--- config.mk ---
export PLATFORM = sky130hd
export DESIGN_NAME = chm_front
export DESIGN_NICKNAME = d
export VERILOG_FILES = /design/src/design/chm_pkg.sv /design/src/design/chm_front.sv
export SDC_FILE = /design/constraint.sdc
export NUM_CORES = 1
export LEC_CHECK = 0
export BUFFER_PORTS_ARGS = -buffer_cell sky130_fd_sc_hd__buf_4
export CORE_ASPECT_RATIO = 0.6
export CORE_MARGIN = 2
export CORE_UTILIZATION = 50
export CTS_CLUSTER_SIZE = 14
export DETAILED_ROUTE_END_ITERATION = 10
export GPL_TIMING_DRIVEN = 1
export PLACE_DENSITY = 0.89
export SYNTH_ARGS = -nofsm -noshare
export SYNTH_HDL_FRONTEND = slang
export SYNTH_SLANG_ARGS = --single-unit
--- constraint.sdc ---
create_clock -name clk -period 10.7 [get_ports clk]
set_clock_uncertainty 0.15 [all_clocks]
set_input_delay 0.535 -clock clk [delete_from_list [all_inputs] [get_ports clk]]
set_output_delay 0.535 -clock clk [all_outputs]
set_load 0.1 [all_outputs]
--- src/design/chm_pkg.sv ---
// Shared types and constants for the chained hash map.
// No dependencies.
package chm_pkg;

    localparam int MAX_BUCKETS_DEF = 1024;
    localparam int MAX_ENTRIES_DEF = 4096;

    localparam int FUNC_W    = 2;
    localparam int KEY_W     = 64;
    localparam int NBC_W     = 11;
    localparam int STATUS_W  = 3;
    localparam int ECNT_W    = 13;
    localparam int BTOT_W    = 11;
    localparam int CFG_IDX_W = 3;
    localparam int CFG_DAT_W = 64;
    localparam int MULT_W    = 32;
    localparam int LIMIT_W   = 8;

    localparam int RESET_INIT_BUCKETS = 10;

    typedef enum logic [FUNC_W-1:0] {
        OP_INSERT  = 2'd0,
        OP_GET     = 2'd1,
        OP_REMOVE  = 2'd2,
        OP_REBUILD = 2'd3
    } op_t;

    typedef struct packed {
        op_t              op;
        logic [KEY_W-1:0] key;
        logic [KEY_W-1:0] value;
        logic             keep;
        logic             sat;
        logic [NBC_W-1:0] nbc;
    } item_t;

endpackage

--- src/design/chm_front.sv ---
// Front end: accepts input beats, classifies them and holds them in a
// two-entry queue for the back end. Uses chm_pkg.
module chm_front
    import chm_pkg::*;
#(
    parameter int MAX_BUCKETS = MAX_BUCKETS_DEF
)
(
    input  logic              clk,
    input  logic              rst_n,
    input  logic              in_valid,
    output logic              in_stall,
    input  logic [FUNC_W-1:0] func,
    input  logic [KEY_W-1:0]  key,
    input  logic [KEY_W-1:0]  value,
    input  logic [NBC_W-1:0]  new_bucket_count,
    input  logic              hold,
    output item_t             q_item,
    output logic              q_valid,
    input  logic              q_take
);

    item_t      q_mem [2];
    logic       wr_ptr_reg;
    logic       rd_ptr_reg;
    logic [1:0] cnt_reg;
    logic       accept;
    item_t      cls;

    always_comb
    begin
        cls.op    = op_t'(func);
        cls.key   = key;
        cls.value = value;
        cls.keep  = (new_bucket_count == '0);
        cls.sat   = (32'(new_bucket_count) > MAX_BUCKETS);
        cls.nbc   = new_bucket_count;
    end

    assign in_stall = (cnt_reg == 2'd2) || hold;
    assign accept   = in_valid && !in_stall;
    assign q_valid  = (cnt_reg != 2'd0);
    assign q_item   = q_mem[rd_ptr_reg];

    always_ff @(posedge clk)
    begin
        if (accept)
        begin
            q_mem[wr_ptr_reg] <= cls;
        end
    end

    always_ff @(posedge clk or negedge rst_n)
    begin
        if (!rst_n)
        begin
            wr_ptr_reg <= 1'b0;
            rd_ptr_reg <= 1'b0;
            cnt_reg    <= 2'd0;
        end
        else
        begin
            if (accept)
            begin
                wr_ptr_reg <= ~wr_ptr_reg;
            end
            if (q_take && q_valid)
            begin
                rd_ptr_reg <= ~rd_ptr_reg;
            end
            cnt_reg <= cnt_reg + {1'b0, accept} - {1'b0, q_take && q_valid};
        end
    end

endmodule

---- Word-level counts from Yosys, hierarchy flattened ----
Memories as Yosys holds them, arrays and structs flattened.
Index checks and enable logic that the tools add are counted.
cells by class
  magnitude comparators ................... 1
  reduce and logical (&&, ||, !) cells .... 6
  equal/unequal tests ..................... 1
  bitwise gates (word level) .............. 2
  multiplexer cells ....................... 2
  add/sub/neg operators ................... 2
operators by type and width
  kind                                         count
  > comparator 11 bit (second input constant)  1
  zero test 11 bit                             1
  adder 2 x 1 -> 2 bit                         1
  equality test 2 bit (second input constant)  1
  logical AND 1 bit                            2
  two-way mux 1 bit                            2
  inverter 1 bit                               2
  nonzero test 2 bit                           1
  subtractor 2 x 1 -> 2 bit                    1
  zero test 1 bit                              1
  logical OR 1 bit                             1
word-level totals
  logic and storage cells ................. 18
  memories kept ........................... 1
  flip-flop bits (word level) ............. 4
  output and inout bits ................... 145
  memory bits (writable) .................. 286
  input port bits ......................... 146
memories
  name   depth  bits a word  rd ports  clocked after Yosys merged registers in  wr ports  line             RTL
  q_mem  2      143          1         0                                        1         chm_front.sv:23  item_t q_mem [2];

---- Depth between registers and ports, before layout ----
  word-level depth ........................ 6
  gate-level depth with buffers ........... 7
  depth with buffers taken out ............ 7

---- Worst setup path before layout ----
No wires, ideal clock.
  path kind ............................... input-to-reg
  start point ............................. in hold
  end point ............................... mem q_mem[0][0] (netlist bit), enable pin
  stages .................................. 2
  path buffers ............................ 0
  arrival time ............................ 6806 ps
  setup time .............................. 647 ps
  required time ........................... 9903 ps
  path slack .............................. 3096 ps
  cells stage by stage .................... a211o_1 > nor2_1
on the way
  cells in the longest elaborated chain, start to end .. 5
ends and longest elaborated chain
  element                                  line             RTL
  start, declared                          chm_front.sv:17  input logic hold,
  logical OR 1 bit                         chm_front.sv:40  assign in_stall = (cnt_reg == 2'd2) || hold;
  zero test 1 bit                          chm_front.sv:41  assign accept = in_valid && !in_stall;
  logical AND 1 bit                        chm_front.sv:41
  two-way mux 1 bit                        chm_front.sv:47  if (accept)
  two-way mux 1 bit (implied by the code)  chm_front.sv:49  q_mem[wr_ptr_reg] <= cls;
  end, declared                            chm_front.sv:23
Every way passes these cells.

==> impl_metrics.json <==
{
  "status": "completed",
  "final_cell_mix": "buf_4 (296), edfxtp_1 (286), mux2_2 (83)",
  "total_number_of_clock_tree_sinks": 290,
  "syn-mean-instance-area_sq_um": 22.9,
  "starting_density_pct": 51.2,
  "cp_cell_sequence": "buf_4 > buf_4 > mux2_2 > buf_4",
  "fillers": 1325,
  "final.min_clock_period_ns": 4.32,
  "grt_first_pass_wirelength_um": 31200,
  "largest_register_ff_count": 286,
  "placement.io_buffers": 290,
  "worst_reg2reg_path_length_in_cells": 5,
  "netlist_area_sq_um": 10800,
  "synth_warnings": 0,
  "timing.final.crit_share_pct": 40.4,
  "critical_path.n_buffers_inverters": 3,
  "fp.coreArea_sq_um": 21100,
  "number_of_placed_i_o_pins": 291,
  "number_of_failing_setup_endpoints_in_the_final_timing_report": 0,
  "synth_fp_nets": 619,
  "seq_area_frac_synth_pct": 80.5,
  "area_delta_synth_final_pct": 30.4,
  "route.detailed.drc": 0,
  "crit_arrival_ns": 3.64,
  "yosys_reg_bits": 290,
  "die_area_sq_um": 22800,
  "gp_congestion": 0.737,
  "whs_path_depth": 1,
  "drt.antenna.violating_nets": 0,
  "tritoncts": "yes",
  "fp.dieW_um": 194,
  "crit_path_start_kind": "register",
  "antenna_violations_before_repair": 0,
  "path_delay_family": "buffers and inverters",
  "slew_viol_final": 0,
  "critPathMaxFanout": 71,
  "groute.usage.overall_pct": 17.6,
  "cts_max_level": 1,
  "slew_at_the_pin_closest_to_its_max_slew_limit_ns": 1.06,
  "hold_path.startpoint": "key[16]",
  "slowest_delay_ns": 0.93,
  "number_of_antenna_diodes": 0,
  "unrepaired_setup_endpoints_after_global_routing": "no",
  "worst_setup_path_end_kind": "primary output",
  "drive_gt1_share_pct": 59.9,
  "drt_iter0_markers": 326,
  "setup_slack_of_the_worst_register_to_register_path_ns": 7.44,
  "cts_repair_resize_count": 0,
  "netlist_instances": 471,
  "vias_per_cell": 5.04,
  "wire_per_inst_um": 19.4,
  "die-height_um": 118,
  "clock_insertion_delay_worst_skew_ns": 0.51,
  "grt_pass1_vias": 5621,
  "via_count": 5427,
  "cts-buffers-inserted": 26,
  "drt_pre_antenna_iters": 4,
  "cts-root-to-sink-buffers": 3,
  "slew-limit-headroom_pct": 29.6,
  "rows": 41,
  "critical_path_class": "register to primary output",
  "pin_count_of_the_biggest_net_entering_global_routing": 76,
  "hold_path_class": "input pin to register",
  "grt_overflow_total": 0,
  "hpwlAfterDp_um": 13900,
  "finalSetupTns_ns": 0,
  "worst_ep_required_time_ns": 10.02,
  "timing.max_cap.violations": 0,
  "layout_commonest_cell": "buf_4",
  "total_detailed_routing_wirelength_um": 20900,
  "nNetsFinal": 928,
  "synthDistinctLibCells": 17,
  "master_cell_of_the_clock_root_buffer": "clkbuf_16",
  "regToRegEndpoint": "q_mem[1][20]",
  "clk_pin_slew_ns": 0.06,
  "critical_path.slowest_cell": "buf_4",
  "critical_path.reg2reg.startpoint": "cnt_reg[0]",
  "crit_top_cell": "buf_4",
  "hold_violations": 0,
  "min_to": "q_mem[1][93]",
  "max_freq_mhz": 231
}
==> Yosys cell counts, drive strengths merged <==
cell type	count	area (sq um)
a211o	1	8.76
a21o	1	7.51
and2	2	12.5
buf	16	130
dfrtp	4	100
edfxtp	286	8590
ha	2	25.0
inv	4	15.0
mux2	143	1840
nand3	1	5.00
nor2	4	15.0
nor4	2	12.5
or2	1	6.26
xnor2	3	26.3
xor2	1	8.76
==> worst register-to-register path: stages (launching register included) <==
cell and delay, ns:
dfrtp_1 0.39, inv_1 0.07, a211o_1 0.42, nor2_4 0.11
buf_4 0.77, buf_4 0.91
==> through the flow <==
stage          std cells  setup slack (ns)  instance area, sq um  util [%]  hold WS [ns]
2_1_floorplan        471              3.10                 10800         -        0.0894
3_3_place_gp        1030              6.98                 13300      62.9         0.188
3_5_place_dp        1030              6.94                 13300      62.9         0.187
4_1_cts             1077              6.37                 14100      66.8        0.0240
5_1_grt             1077              6.21                 14100      66.8        0.0227
6_report            1077              6.38                 14100      66.8        0.0480
==> cell type report <==
type	instances	area [sq um]	share of cell area (%)
Clock buffer	39	761	5.40
Tap cell	279	349	2.48
Clock inverter	7	56.3	0.400
Multi-Input combinational cell	161	1980	14.0
Inverter	4	15.0	0.107
Sequential cell	290	8690	61.7
Timing Repair Buffer	297	2230	15.8
==> worst max path at each step <==
stage	start	to	slack (ns)	depth (start not counted)
after floorplan	hold	q_mem[0][0]	3.10	2
after global placement	rd_ptr_reg	q_item[27]	6.98	4
after detailed placement	rd_ptr_reg	q_item[27]	6.94	4
after CTS	rd_ptr_reg	q_item[27]	6.37	4
after global routing	rd_ptr_reg	q_item[27]	6.21	4
final	rd_ptr_reg	q_item[27]	6.38	4
==> cells by family after synthesis <==
logic type	after synthesis	share of synthesized area (%)
flip-flops	290	80.5
multiplexers	143	17.0
buffers and inverters	20	1.34
AND/OR/NAND/NOR	10	0.475
XOR/XNOR	4	0.325
AO/OA/AOI/OAI	2	0.151
adder cells (fa/ha/maj)	2	0.232
==> what timing repair did <==
action,in CTS,in global routing
hold buffers,1,0
setup buffers,0,0
hold endpoints to repair,4,0
==> metal layers <==
metal,share of wire [%],track usage (%),vias to the layer above
met5,0,0,-
met4,1.5,3.67,0
met3,7.7,4.99,19
met2,47,28.2,210
met1,44,24.3,2717
li1,-,-,2481
Power is left out: the tool's default activity adds up to more than one toggle a clock period on the data nets, which glitch-free logic cannot reach.
